### config.mk
export PLATFORM = sky130hd
export DESIGN_NAME = bracket_balance_checker_unit
export DESIGN_NICKNAME = d
export VERILOG_FILES = /design/src/rtl/bbc_pkg.sv /design/src/rtl/bbc_cell.sv /design/src/rtl/bbc_lexer.sv /design/src/rtl/bracket_balance_checker_unit.sv
export SDC_FILE = /design/constraint.sdc
export NUM_CORES = 1
export LEC_CHECK = 0
export BUFFER_PORTS_ARGS = -buffer_cell sky130_fd_sc_hd__buf_2
export CAP_MARGIN = 10
export CORE_MARGIN = 5
export CORE_UTILIZATION = 61
export DETAILED_ROUTE_END_ITERATION = 6
export PLACE_DENSITY = 0.9
export SLEW_MARGIN = 40
export SYNTH_ARGS = -nofsm -noshare
export SYNTH_HDL_FRONTEND = slang
export SYNTH_SLANG_ARGS = --single-unit
### constraint.sdc
create_clock -name clk -period 6.61 [get_ports clk]
set_input_delay 0 -clock clk [delete_from_list [all_inputs] [get_ports clk]]
set_output_delay 0 -clock clk [all_outputs]
set_load 0.01 [all_outputs]
### src/rtl/bbc_pkg.sv
`timescale 1ns / 1ps

package bbc_pkg;

  // default number of stack cells
  localparam int unsigned STACK_DEPTH_DEF = 64;

  // bracket kind held in each stack cell
  typedef logic [1:0] kind_t;

  localparam kind_t KIND_ROUND  = 2'd0;
  localparam kind_t KIND_SQUARE = 2'd1;
  localparam kind_t KIND_CURLY  = 2'd2;

  // context codes on the result beat
  localparam logic [1:0] CTX_CODE    = 2'd0;
  localparam logic [1:0] CTX_QUOTE   = 2'd1;
  localparam logic [1:0] CTX_COMMENT = 2'd2;

  // bracket error codes
  localparam logic [1:0] ERR_NONE     = 2'd0;
  localparam logic [1:0] ERR_EMPTY    = 2'd1;
  localparam logic [1:0] ERR_MISMATCH = 2'd2;
  localparam logic [1:0] ERR_OVERFLOW = 2'd3;

  // quote modes
  localparam logic [1:0] QM_NONE   = 2'd0;
  localparam logic [1:0] QM_SINGLE = 2'd1;
  localparam logic [1:0] QM_DOUBLE = 2'd2;

  // characters of interest
  localparam logic [7:0] CH_LPAREN = 8'h28;
  localparam logic [7:0] CH_RPAREN = 8'h29;
  localparam logic [7:0] CH_LBRACK = 8'h5B;
  localparam logic [7:0] CH_RBRACK = 8'h5D;
  localparam logic [7:0] CH_LBRACE = 8'h7B;
  localparam logic [7:0] CH_RBRACE = 8'h7D;
  localparam logic [7:0] CH_SQUOTE = 8'h27;
  localparam logic [7:0] CH_DQUOTE = 8'h22;
  localparam logic [7:0] CH_SLASH  = 8'h2F;
  localparam logic [7:0] CH_STAR   = 8'h2A;

  // shift command for the stack cell chain
  typedef struct packed {
    logic  push;
    logic  pop;
    kind_t kind;
  } stack_op_t;

  // lexer result for one beat
  typedef struct packed {
    logic [1:0] ctx;
    logic [1:0] err;
  } scan_res_t;

endpackage

### src/rtl/bbc_cell.sv
`timescale 1ns / 1ps

module bbc_cell (
  input  logic              clk,
  input  bbc_pkg::stack_op_t op,
  input  bbc_pkg::kind_t    above_i,
  input  bbc_pkg::kind_t    below_i,
  output bbc_pkg::kind_t    data_o
);

  bbc_pkg::kind_t data_r;
  bbc_pkg::kind_t data_nxt;

  // push shifts down from the top side, pop shifts up from the bottom side
  always_comb begin
    data_nxt = data_r;
    if (op.push) begin
      data_nxt = above_i;
    end else if (op.pop) begin
      data_nxt = below_i;
    end
  end

  always_ff @(posedge clk) begin
    data_r <= data_nxt;
  end

  assign data_o = data_r;

endmodule

### src/rtl/bbc_lexer.sv
`timescale 1ns / 1ps

module bbc_lexer #(
  parameter int unsigned STACK_DEPTH = bbc_pkg::STACK_DEPTH_DEF,
  parameter int unsigned DW          = $clog2(STACK_DEPTH + 1)
) (
  input  logic                 clk,
  input  logic                 rst_n,
  input  logic                 accept,
  input  logic [7:0]           ch,
  input  bbc_pkg::kind_t       top_kind,
  output bbc_pkg::stack_op_t   op,
  output bbc_pkg::scan_res_t   res,
  output logic [DW-1:0]        depth_nxt
);

  localparam logic [DW-1:0] FULL = DW'(STACK_DEPTH);

  logic [DW-1:0]  depth_r;
  logic [1:0]     quote_r,   quote_nxt;
  logic           comment_r, comment_nxt;
  logic           slash_r,   slash_nxt;
  logic           star_r,    star_nxt;
  bbc_pkg::stack_op_t op_c;

  // classify the byte and work out the next scan state
  always_comb begin
    logic           is_open;
    logic           is_close;
    bbc_pkg::kind_t kind;
    is_open     = 1'b0;
    is_close    = 1'b0;
    kind        = bbc_pkg::KIND_ROUND;
    depth_nxt   = depth_r;
    quote_nxt   = quote_r;
    comment_nxt = comment_r;
    slash_nxt   = 1'b0;
    star_nxt    = 1'b0;
    res.ctx     = bbc_pkg::CTX_CODE;
    res.err     = bbc_pkg::ERR_NONE;
    op_c        = '0;

    case (ch)
      bbc_pkg::CH_LPAREN: begin
        is_open = 1'b1;
        kind    = bbc_pkg::KIND_ROUND;
      end
      bbc_pkg::CH_LBRACK: begin
        is_open = 1'b1;
        kind    = bbc_pkg::KIND_SQUARE;
      end
      bbc_pkg::CH_LBRACE: begin
        is_open = 1'b1;
        kind    = bbc_pkg::KIND_CURLY;
      end
      bbc_pkg::CH_RPAREN: begin
        is_close = 1'b1;
        kind     = bbc_pkg::KIND_ROUND;
      end
      bbc_pkg::CH_RBRACK: begin
        is_close = 1'b1;
        kind     = bbc_pkg::KIND_SQUARE;
      end
      bbc_pkg::CH_RBRACE: begin
        is_close = 1'b1;
        kind     = bbc_pkg::KIND_CURLY;
      end
      default: begin
        is_open  = 1'b0;
        is_close = 1'b0;
      end
    endcase
    op_c.kind = kind;

    if (comment_r) begin
      // inside a block comment, only star slash ends it
      res.ctx = bbc_pkg::CTX_COMMENT;
      if (star_r && ch == bbc_pkg::CH_STAR) begin
        star_nxt = 1'b1;
      end else if (star_r && ch == bbc_pkg::CH_SLASH) begin
        comment_nxt = 1'b0;
      end else begin
        star_nxt = (ch == bbc_pkg::CH_STAR);
      end
    end else if (quote_r != bbc_pkg::QM_NONE) begin
      // inside a quote, only the matching quote ends it
      res.ctx = bbc_pkg::CTX_QUOTE;
      if ((quote_r == bbc_pkg::QM_SINGLE && ch == bbc_pkg::CH_SQUOTE) ||
          (quote_r == bbc_pkg::QM_DOUBLE && ch == bbc_pkg::CH_DQUOTE)) begin
        quote_nxt = bbc_pkg::QM_NONE;
      end
    end else if (slash_r && ch == bbc_pkg::CH_STAR) begin
      // slash star opens a comment
      res.ctx     = bbc_pkg::CTX_COMMENT;
      comment_nxt = 1'b1;
    end else if (ch == bbc_pkg::CH_SQUOTE || ch == bbc_pkg::CH_DQUOTE) begin
      res.ctx   = bbc_pkg::CTX_QUOTE;
      quote_nxt = (ch == bbc_pkg::CH_SQUOTE) ? bbc_pkg::QM_SINGLE : bbc_pkg::QM_DOUBLE;
    end else begin
      // plain code: bracket handling
      if (is_open) begin
        if (depth_r < FULL) begin
          op_c.push = 1'b1;
          depth_nxt = depth_r + DW'(1);
        end else begin
          res.err = bbc_pkg::ERR_OVERFLOW;
        end
      end else if (is_close) begin
        if (depth_r == '0) begin
          res.err = bbc_pkg::ERR_EMPTY;
        end else begin
          op_c.pop  = 1'b1;
          depth_nxt = depth_r - DW'(1);
          if (top_kind != kind) begin
            res.err = bbc_pkg::ERR_MISMATCH;
          end
        end
      end
      slash_nxt = (ch == bbc_pkg::CH_SLASH);
    end
  end

  // stack moves only on an accepted beat
  always_comb begin
    op      = op_c;
    op.push = op_c.push & accept;
    op.pop  = op_c.pop & accept;
  end

  // scan state registers
  always_ff @(posedge clk) begin
    if (!rst_n) begin
      depth_r   <= '0;
      quote_r   <= bbc_pkg::QM_NONE;
      comment_r <= 1'b0;
      slash_r   <= 1'b0;
      star_r    <= 1'b0;
    end else if (accept) begin
      depth_r   <= depth_nxt;
      quote_r   <= quote_nxt;
      comment_r <= comment_nxt;
      slash_r   <= slash_nxt;
      star_r    <= star_nxt;
    end
  end

endmodule

### src/rtl/bracket_balance_checker_unit.sv
`timescale 1ns / 1ps
// the result of each input beat is held in one output register
// throughput: one byte per cycle while not stalled; the stack is a chain of shift
//   cells whose top cell is always at hand, so a byte does its single push or pop
// reset: synchronous active-low rst_n clears depth, quote, comment and slash/star
//   flags and the output valid; stack cell contents are not reset

module bracket_balance_checker_unit #(
  parameter int unsigned STACK_DEPTH = bbc_pkg::STACK_DEPTH_DEF
) (
  input  logic       clk,
  input  logic       rst_n,
  input  logic       in_valid,
  output logic       in_stall,
  input  logic [7:0] in_ch,
  output logic       out_valid,
  input  logic       out_stall,
  output logic [7:0] out_echo,
  output logic [1:0] out_context_res,
  output logic [1:0] out_bracket_error,
  output logic [6:0] out_open_depth
);

  localparam int unsigned DW = $clog2(STACK_DEPTH + 1);

  logic               accept;
  bbc_pkg::stack_op_t op;
  bbc_pkg::scan_res_t res;
  logic [DW-1:0]      depth_nxt;
  bbc_pkg::kind_t     cell_q [STACK_DEPTH];

  logic               out_valid_r, out_valid_nxt;
  logic [7:0]         echo_r;
  logic [1:0]         ctx_r;
  logic [1:0]         err_r;
  logic [6:0]         depth_r;

  // input handshake: blocked only while a result beat waits on a stalled sink
  assign in_stall = out_valid_r & out_stall;
  assign accept   = in_valid & ~in_stall;

  bbc_lexer #(
    .STACK_DEPTH(STACK_DEPTH),
    .DW         (DW)
  ) u_lexer (
    .clk      (clk),
    .rst_n    (rst_n),
    .accept   (accept),
    .ch       (in_ch),
    .top_kind (cell_q[0]),
    .op       (op),
    .res      (res),
    .depth_nxt(depth_nxt)
  );

  // bracket stack as a chain of cells, cell 0 holds the top
  for (genvar i = 0; i < STACK_DEPTH; i++) begin : g_cell
    bbc_pkg::kind_t above;
    bbc_pkg::kind_t below;
    if (i == 0) begin : g_top
      assign above = op.kind;
    end else begin : g_mid
      assign above = cell_q[i-1];
    end
    if (i == STACK_DEPTH - 1) begin : g_bot
      assign below = bbc_pkg::KIND_ROUND;
    end else begin : g_up
      assign below = cell_q[i+1];
    end
    bbc_cell u_cell (
      .clk    (clk),
      .op     (op),
      .above_i(above),
      .below_i(below),
      .data_o (cell_q[i])
    );
  end

  // output register
  always_comb begin
    out_valid_nxt = out_valid_r;
    if (accept) begin
      out_valid_nxt = 1'b1;
    end else if (!out_stall) begin
      out_valid_nxt = 1'b0;
    end
  end

  always_ff @(posedge clk) begin
    if (!rst_n) begin
      out_valid_r <= 1'b0;
    end else begin
      out_valid_r <= out_valid_nxt;
    end
  end

  always_ff @(posedge clk) begin
    if (accept) begin
      echo_r  <= in_ch;
      ctx_r   <= res.ctx;
      err_r   <= res.err;
      depth_r <= 7'(depth_nxt);
    end
  end

  assign out_valid         = out_valid_r;
  assign out_echo          = echo_r;
  assign out_context_res   = ctx_r;
  assign out_bracket_error = err_r;
  assign out_open_depth    = depth_r;

`ifndef ASSERT_OFF
  // the stack never pushes and pops in the same cycle
  a_op_excl: assert property (@(posedge clk) disable iff (!rst_n)
    !(op.push && op.pop))
    else $error("stack push and pop together");

  // depth never runs past the number of cells
  a_depth_max: assert property (@(posedge clk) disable iff (!rst_n)
    depth_nxt <= DW'(STACK_DEPTH))
    else $error("stack depth beyond capacity");

  // an overflow beat always reports a full stack
  a_ovf_full: assert property (@(posedge clk) disable iff (!rst_n)
    (out_valid_r && err_r == bbc_pkg::ERR_OVERFLOW) |-> depth_r == 7'(STACK_DEPTH))
    else $error("overflow reported with stack not full");

  // an accepted beat shows up as a valid result next cycle
  a_accept_valid: assert property (@(posedge clk) disable iff (!rst_n)
    accept |=> out_valid_r)
    else $error("accepted beat produced no result");
`endif

endmodule
==> metrics.txt, run 1 <==
status finished clean; Iteration-0 DRC Markers 476; Main synth FF type edfxtp_1; vias in the first global route 4270; RR Startpoint out_valid$_SDFFE_PN0P_; Tcrit/Tclk final 55.7%; WP data arrival 3.73 ns; Rel. slew slack 46.4%; die area 0.0144 mm2; Synth warnings 0; core area 0.0119 mm2; commonest cells in the netlist edfxtp_1, mux2_2, mux2_4; final std cells w/o fill 668; Max Buffers Root-to-Sink 2; Worst EP required 6.66 ns; slew of the pin with the lowest slew margin between 0.7 and 0.8 ns; Internal Power 1.67 mW; Setup Viol. Count Final 0; # DRC 0; Fin. Hold Viols 0; Die Wd 120 um; pwr dens 251 mW/mm2; Max Cap Viol 0; max-slew violations 0; HPWL Detailed 8190 um; Sw Ratio 19.8%; Synth top area share 59.9%; register area share after synthesis 63.4%; Inserted Clock Buffers 17; global-route wire length before repair roughly 22000 um; Post-Place Cells 626; Total Routing Usage GR 19.3%; Hold Path Origin out_stall; area grow syn2layout 12.9%; Post-Synthesis Cells approximately 470; share of cells above drive strength 1 a little under two fifths; CP Max Fanout 51; post-synthesis cell type count 60; hold-critical path depth 5; Final #Nets 524; number of clock sinks 160; Post-CTS Resized 0; CTS tree built; WHS Endpoint u_lexer.slash_r$_SDFFE_PN0P_; Setup CP Type flop to flop; fin crit period about 3.7 ns; H-tree Lvls 4; post-DR vias/cell 6.27; I/O pin count 33; initial antenna violation count 0; crit-path max cell delay 0.57 ns; crit-path cells and2_1, nand2b_1, clkinv_1, and2_1, o21a_1, o21a_4, buf_12, buf_4; final hold slack 0.321 ns; Worst VDD drop 172 uV; flops & latches, synth 160; number of synthesized flops with an enable pin about 150; Async SR Flop Fraction 0%; die height 120 um; cell with the most instances after synthesis edfxtp_1; worst skew pair latency 0.42 ns; Final TNS setup 0 ns; Mapped Avg Cell Area 15.9 um2; Post-Syn Nets 480; total power 2.09 mW; flop2flop setup slack 2.93 ns; Fmax achieved 0.272 GHz; Filler Cells Inserted around 730; via count 4187; Seq pwr share 53.0%; synth top area cells edfxtp_1, mux2_2, mux2_4; utilization after layout 69.9%; cts hold-fix bufs 11; Clk pwr share 44.1%; Reg clk slew, reported paths 0.06 ns; RSZ-0062 raised after global routing false; ANT nets after route 0; Detailed Route WL ~13000 um; R2R depth 8; switching power 0.415 mW; First-pass DRT Iterations 5; Root Buffer clkbuf_16; Initial Utilization 61.9%; largest net degree at the start of global routing 66; Critical-path top delay cell buf_4; row count 40; combinational power share ~2.9%; cell taking the most area after synthesis edfxtp_1; most used cell, CP and2_1; Port-buffer cells 32; GPL Wtd Cong 0.835; Wirelength per Cell 20.0 um; Antenna diodes 0; HP Class input pin to flop; postcts setup bufs 0; clk_skew 0.00933 ns; leak pwr 2.87 nW; Syn Std Cell Area 0.00737 mm2; crit end category flop; Startpoint Class flop; FF-to-FF End g_cell[6].u_cell.data_o[0]$_DFFE_PP_; total grt overflow 0
[routing by layer]
metal  GRT usage (%)  wire [um]  part of all wire, %
met2            31.4       6550                   49
met5               0          0                    0
met1            24.1       5600                   42
met3            4.67        774                  5.8
met4            9.95        429                  3.2
[critical path: cells and delay by family (launching register included)]
| family | cells | cell delay [ns] |
|---|---|---|
| buffers and inverters | 3 | 1.33 |
| and+or+nand+nor | 3 | 0.66 |
| AOI/OAI and AO/OA | 2 | 0.96 |
| DFF | 1 | 0.31 |
[final cells by class]
class                   instances  area (um2)  share of cell area (%)
clock buffers                  19         433                    5.20
clock inverters                12         119                    1.43
inverters                      10        37.5                   0.451
multi-input cells             273        2540                    30.6
flip-flops and latches        160        4670                    56.2
well taps                     147         184                    2.21
repair buffers                 47         333                    4.00
[state kept, by name, summed over array words and instances (netlist names)]
name	count
g_cell.u_cell.data_o	128
u_lexer.quote_r	2
out_valid	1
u_lexer.depth_r	7
u_lexer.star_r	1
u_lexer.comment_r	1
out_open_depth	7
out_context_res	2
u_lexer.slash_r	1
out_bracket_error	2
out_echo	8
[power by group through the flow]
| stage | logic [mW] | registers (mW) | clock network (mW) |
|---|---|---|---|
| floorplan | 0.0290 | 1.13 | 0 |
| global placement | 0.0507 | 1.13 | 0 |
| detailed placement | 0.0529 | 1.13 | 0 |
| CTS | 0.0588 | 1.11 | 0.938 |
| global route | 0.0643 | 1.11 | 0.985 |
| finish | 0.0602 | 1.11 | 0.921 |
[worst max path at each step]
stage / from / end / slack [ns] / depth (start not counted)
global route: out_valid$_SDFFE_PN0P_ / g_cell[1].u_cell.data_o[0]$_DFFE_PP_ / 2.73 / 8
floorplan: out_valid$_SDFFE_PN0P_ / g_cell[0].u_cell.data_o[0]$_DFFE_PP_ / 1.46 / 6
finish: out_valid$_SDFFE_PN0P_ / g_cell[6].u_cell.data_o[0]$_DFFE_PP_ / 2.93 / 8
detailed placement: out_valid$_SDFFE_PN0P_ / g_cell[6].u_cell.data_o[0]$_DFFE_PP_ / 2.82 / 8
global placement: out_valid$_SDFFE_PN0P_ / g_cell[1].u_cell.data_o[0]$_DFFE_PP_ / 2.85 / 7
CTS: out_valid$_SDFFE_PN0P_ / g_cell[1].u_cell.data_o[0]$_DFFE_PP_ / 2.77 / 8
[logic make-up (layout without fill, tap and decap cells)]
family                     count (synthesis)  after routing  share of synthesized area [%]
AOI/OAI and AO/OA                         55             55                           5.45
xor gates and xnor gates                   4              4                          0.475
adders and majority gates                  3              3                          0.509
buffers and inverters                     32             88                           2.32
DFF                                      160            160                           63.4
muxes                                    129            129                           21.7
and+or+nand+nor                           82             82                           6.14
[through the flow]
step | worst slack [ns] | cell area (um2)
6_report | 2.93 | 8320
5_1_grt | 2.73 | 8320
4_1_cts | 2.77 | 8320
3_5_place_dp | 2.82 | 7660
3_3_place_gp | 2.85 | 7610
2_1_floorplan | 1.46 | 7370
[layout by cell type (no fill, tap or decap), types with 4 or more instances in the layout]
cell / n
nand3_1: 11
mux2_4: 40
buf_2: 32
dfxtp_1: 13
nor3_1: 8
clkbuf_16: 17
inv_1: 9
mux2_2: 87
o21ai_0: 8
dlygate4sd3_1: 11
nand2_1: 20
edfxtp_1: 147
clkinv_1: 4
nor2_1: 12
nand4_1: 5
o21a_1: 4
a21oi_1: 9
No activity file was read; power rests on OpenSTA's default activity.
==> inputs of run 2 (changes only) <==
==> constraint.sdc (replaced) <==
create_clock -name clk -period 3.7 [get_ports clk]
set_input_delay 0 -clock clk [delete_from_list [all_inputs] [get_ports clk]]
set_output_delay 0 -clock clk [all_outputs]
set_load 0.01 [all_outputs]
==> run 2 against run 1 <==
Net effect:
- global-route usage shrank 0.28 points
- sequential power grew 78%
- sequential share of layout area is 0.26 points higher
- via count decreased by 1.9%
- utilization fell by 0.33 points
- clock power grew 68%
- combinational power is 78% higher
- clock skew decreased by 0.0050 ns
- flip-flop and latch count unchanged
- die area did not move
- maximum frequency rose by 20%
- hold slack lost 0.078 ns
- critical path type unchanged
- largest cell class unchanged
==> metrics.txt, run 2 (synthesis gave the netlist of run 1 again) <==
combinational power share under 10%; RSZ-0062 raised after global routing false; Sequential cell area around 0.0047 mm2; postcts setup bufs 0; Max Buffers Root-to-Sink 2; clk_skew between 0.004 and 0.005 ns; number of clock sinks 160; Max Cap Viol 0; Initial Utilization 61.9%; pwr dens 439 mW/mm2; First-pass DRT Iterations 5; CP bufs+invs 2; Reg clk slew, reported paths 0.06 ns; Rel. slew slack 51.4%; commonest cells after routing, fill and taps aside edfxtp_1, mux2_2, mux2_4, buf_2, nand2_1; I/O pin count 33; Internal Power 2.92 mW; slew of the pin with the lowest slew margin 0.723 ns; commonest non-fill, non-tap cell in the layout edfxtp_1; Iteration-0 DRC Markers 448; fin crit period 3.07 ns; Final #Nets about 530; post-DR vias/cell 6.13; Total Routing Usage GR 19.0%; die height 120 um; largest net degree at the start of global routing 85; core area 0.0119 mm2; worst skew pair latency 0.43 ns; Tcrit/Tclk final 83.1%; Antenna diodes 0; WP data arrival roughly 3.2 ns; die area 0.0144 mm2; crit path from u_lexer.depth_r[0]$_SDFFE_PN0P_; GPL Wtd Cong 0.929; Post-CTS Resized 0; max-slew violations 0; Fin. Hold Viols 0; Filler Cells Inserted 738; cts hold-fix bufs 11; Setup CP Type flop to flop; ANT nets after route 0; # DRC 0; total grt overflow 0; Critical-path top delay cell nor4_1; crit end category flop; Detailed Route WL 13300 um; multi-input logic area between 0.002 and 0.003 mm2; area grow syn2layout 12.4%; via count 4108; finished layout cell area about 0.0083 mm2; Fmax achieved 0.325 GHz; H-tree Lvls 4; Root Buffer clkbuf_16; Post-DP Area 0.00766 mm2; Hold Path Origin out_stall; Worst VDD drop 351 uV; HPWL Detailed 7960 um; Die Wd 120 um; switching power 0.723 mW; row count 40; Seq pwr share 54.4%; global-route wire length before repair 21100 um; Setup Viol. Count Final 0; initial antenna violation count 0; Wirelength per Cell 19.9 um; utilization after layout between 60% and 70%; CP delay by family, top simple AND/OR/NAND/NOR gates; Worst EP required about 3.8 ns; CTS tree built; crit-path max cell delay 0.57 ns; leak pwr 2.86 nW; Inserted Clock Buffers 17; RR Startpoint u_lexer.depth_r[0]$_SDFFE_PN0P_; status finished clean; Port-buffer cells 32; CP Max Fanout 84; Sw Ratio 19.9%; Final TNS setup 0 ns; vias in the first global route 4155; max reg flops 128; Clk pwr share 42.7%; share of cells above drive strength 1 37.5%; HP Class input pin to flop; Startpoint Class flop; crit-path cells inv_1, ha_1, or3b_2, nor4_1, nor2_1, o21a_4, buf_12
run 2: cell types whose count changed in the layout (fill, tap and decap cells not counted), sizes merged:
cell and change:
clkinv +2, bufinv -1, clkinvlp -2, clkbuf +2, buf +1
run 2: metal layers:
layer	track usage, %	vias up	part of all wire (%)
li1	-	1922	-
met1	23.8	2006	43
met2	30.6	142	49
met3	5.33	38	5.5
met4	9.38	0	2.5
met5	0	-	0
run 2: path summary, 6_finish.rpt:
| kind | cells after the start | slack (ns) | endpoint |
|---|---|---|---|
| hold reg to reg | 2 | 0.46 | u_lexer.star_r$_SDFFE_PN0P_ |
| setup / recovery | 7 | 0.63 | g_cell[54].u_cell.data_o[0]$_DFFE_PP_ |
| setup reg to reg | 7 | 0.63 | g_cell[54].u_cell.data_o[0]$_DFFE_PP_ |
| hold / removal | 5 | 0.24 | u_lexer.slash_r$_SDFFE_PN0P_ |
run 2: layout make-up:
class | instances | area share, %
tap | 147 | 2.22
timing repair buffer | 48 | 4.02
clock buffer | 21 | 5.32
sequential | 160 | 56.4
clock inverter | 11 | 0.876
multi-input combinational | 273 | 30.7
inverter | 10 | 0.453
run 2: power groups by stage:
stage	Clock [mW]	Sequential, mW	Combinational [mW]
2_1_floorplan	0	2.02	0.0521
3_3_place_gp	0	2.01	0.0914
3_5_place_dp	0	2.01	0.0947
4_1_cts	1.58	1.98	0.105
5_1_grt	1.66	1.98	0.115
6_report	1.55	1.98	0.107
run 2: worst register-to-register path, cell delays in order (launching register included):
cell     delay [ns]
dfxtp_1        0.35
inv_1          0.15
ha_1           0.16
or3b_2         0.48
nor4_1         0.57
nor2_1         0.22
o21a_4         0.45
buf_12         0.35
run 2: per-stage QoR:
stage	setup slack [ns]	power, mW	hold slack [ns]	instances
after floorplan	0.565	2.07	0.0989	465
after global placement	0.905	2.11	0.227	627
final	0.627	3.64	0.243	670
after CTS	0.721	3.66	0.240	670
after global routing	0.509	3.75	0.300	670
after detailed placement	0.732	2.11	0.232	627
==> inputs of run 3 (changes only) <==
==> constraint.sdc (replaced) <==
create_clock -name clk -period 3 [get_ports clk]
set_input_delay 0 -clock clk [delete_from_list [all_inputs] [get_ports clk]]
set_output_delay 0 -clock clk [all_outputs]
set_load 0.01 [all_outputs]
==> run 3 against run 2 <==
Net effect:
- non-clock buffer count up 6
- clock skew up 0.0039 ns
- via count up 0.29%
- first-iteration DRC count up 3.1%
- critical path type is now input pin to flop
- sequential power up 23%
- setup slack worse by 0.30 ns
- utilization up 1.2 points
- largest power group unchanged
- count of clock-buffer cells in the layout down 4
- global-route usage about the same
- die area unchanged
- cell area up 1.7%
==> metrics.txt, run 3 (synthesis gave the netlist of run 1 again) <==
Critical-path top delay cell dlygate4sd3_1; number of clock sinks 160; Setup CP Type input pin to flop; Root Buffer clkbuf_16; GPL Wtd Cong 0.880; crit end category flop; crit-path cells dlygate4sd3_1, buf_2, nor3_1, nand3_1, o21a_1, nand2_8, buf_4, mux2_2; Startpoint Class input pin; pwr dens 555 mW/mm2; Tcrit/Tclk final 89.1%; Die Wd 120 um; area grow syn2layout 14.3%; fin crit period around 2.7 ns; max reg flops between 100 and 150; Antenna diodes 0; I/O pin count 33; total power 4.67 mW; RSZ-0062 raised after global routing false; commonest non-fill, non-tap cell in the layout edfxtp_1; Fmax achieved 0.374 GHz; commonest cells after routing, fill and taps aside edfxtp_1, mux2_2, mux2_4, buf_2, nand2_1; CP Max Fanout 31; worst skew pair latency about 0.43 ns; Fin. Hold Viols 0; slew of the pin with the lowest slew margin 0.627 ns; post-DR vias/cell 6.09; # DRC 0; postcts setup bufs 0; Max Buffers Root-to-Sink 2; total grt overflow 0; CTS tree built; utilization after layout a little over two thirds; Worst VDD drop 382 uV; die height ~120 um; Rel. slew slack 57.9%; CP bufs+invs 3; Iteration-0 DRC Markers 462; leak pwr 2.91 nW; global-route wire length before repair 21400 um; via count 4120; initial antenna violation count 0; Inserted Clock Buffers 17; Final #Nets 531; First-pass DRT Iterations 5; Final TNS setup 0 ns; Worst EP required 3.18 ns; HP Class input pin to flop; Max Cap Viol 0; Detailed Route WL 13200 um; H-tree Lvls 4; Wirelength per Cell 19.5 um; status finished clean; max-slew violations 0; clk_skew 0.00824 ns; HPWL Detailed 8280 um; Initial Utilization 61.9%; ANT nets after route 0; finished layout cell area 0.00843 mm2; share of cells above drive strength 1 40.3%; crit-path max cell delay 0.55 ns; CP delay by family, top buffers and inverters; row count 40; WP data arrival 2.85 ns; die area around 0.014 mm2; largest net degree at the start of global routing 44; Port-buffer cells 32; vias in the first global route about 4200; Post-DP Area 0.00774 mm2; Setup Viol. Count Final 0; Reg clk slew, reported paths 0.07 ns; core area 0.0119 mm2; Total Routing Usage GR 19.1%
[run 3: cell count changes in the layout (fill, tap and decap cells not counted), moves of 4 or more]
cell and delta:
clkbuf_1 -4, buf_4 +4, clkinv_1 -6, clkinvlp_4 +4, inv_6 +4, clkinv_4 +4
[run 3: layout make-up]
class / count / area, um2
Sequential cell: 160 / 4670
Tap cell: 147 / 184
Fill cell: 705 / 3480
Clock buffer: 17 / 425
Multi-Input combinational cell: 273 / 2540
Inverter: 10 / 41.3
Clock inverter: 15 / 155
Timing Repair Buffer: 54 / 403
[run 3: worst min-delay path: cells and delay by family]
kind | cells | cell delay, ns
AO/OA/AOI/OAI | 1 | 0.08
AND/OR/NAND/NOR | 3 | 0.48
buffers and inverters | 1 | 0.07
[run 3: repair_timing]
action	in CTS	in global routing
hold buffers	11	0
hold endpoints to repair	17	0
gates resized for setup	0	0
[run 3: metal layers]
metal / vias to the layer above / part of all wire [%] / global-route usage (%)
li1: 1931 / - / -
met1: 2046 / 44 / 24.1
met2: 116 / 49 / 31.5
met3: 27 / 5.1 / 5.51
met4: 0 / 1.6 / 6.73
met5: - / 0 / 0
[run 3: metrics by stage]
stage	hold WS, ns	cells	setup slack [ns]
after floorplan	0.0989	465	0.0608
after global placement	0.226	633	0.513
after detailed placement	0.231	633	0.383
after CTS	0.220	676	0.378
after global routing	0.320	676	0.197
final	0.241	676	0.328
[run 3: power breakdown]
| part | internal, mW | total [mW] | leakage [nW] | switching, mW |
|---|---|---|---|---|
| Clock | 1.17 | 2.10 | 0.276 | 0.935 |
| Sequential | 2.43 | 2.44 | 1.34 | 0.00985 |
| Combinational | 0.0541 | 0.135 | 1.29 | 0.0806 |
[run 3: worst paths after layout]
kind	startpoint	endpoint	slack (ns)	cells after the start
max reg2reg	u_lexer.depth_r[0]$_SDFFE_PN0P_	g_cell[47].u_cell.data_o[1]$_DFFE_PP_	0.34	8
max	in_ch[6]	g_cell[47].u_cell.data_o[1]$_DFFE_PP_	0.33	8
min	out_stall	u_lexer.slash_r$_SDFFE_PN0P_	0.24	5
min reg2reg	u_lexer.star_r$_SDFFE_PN0P_	u_lexer.star_r$_SDFFE_PN0P_	0.46	2
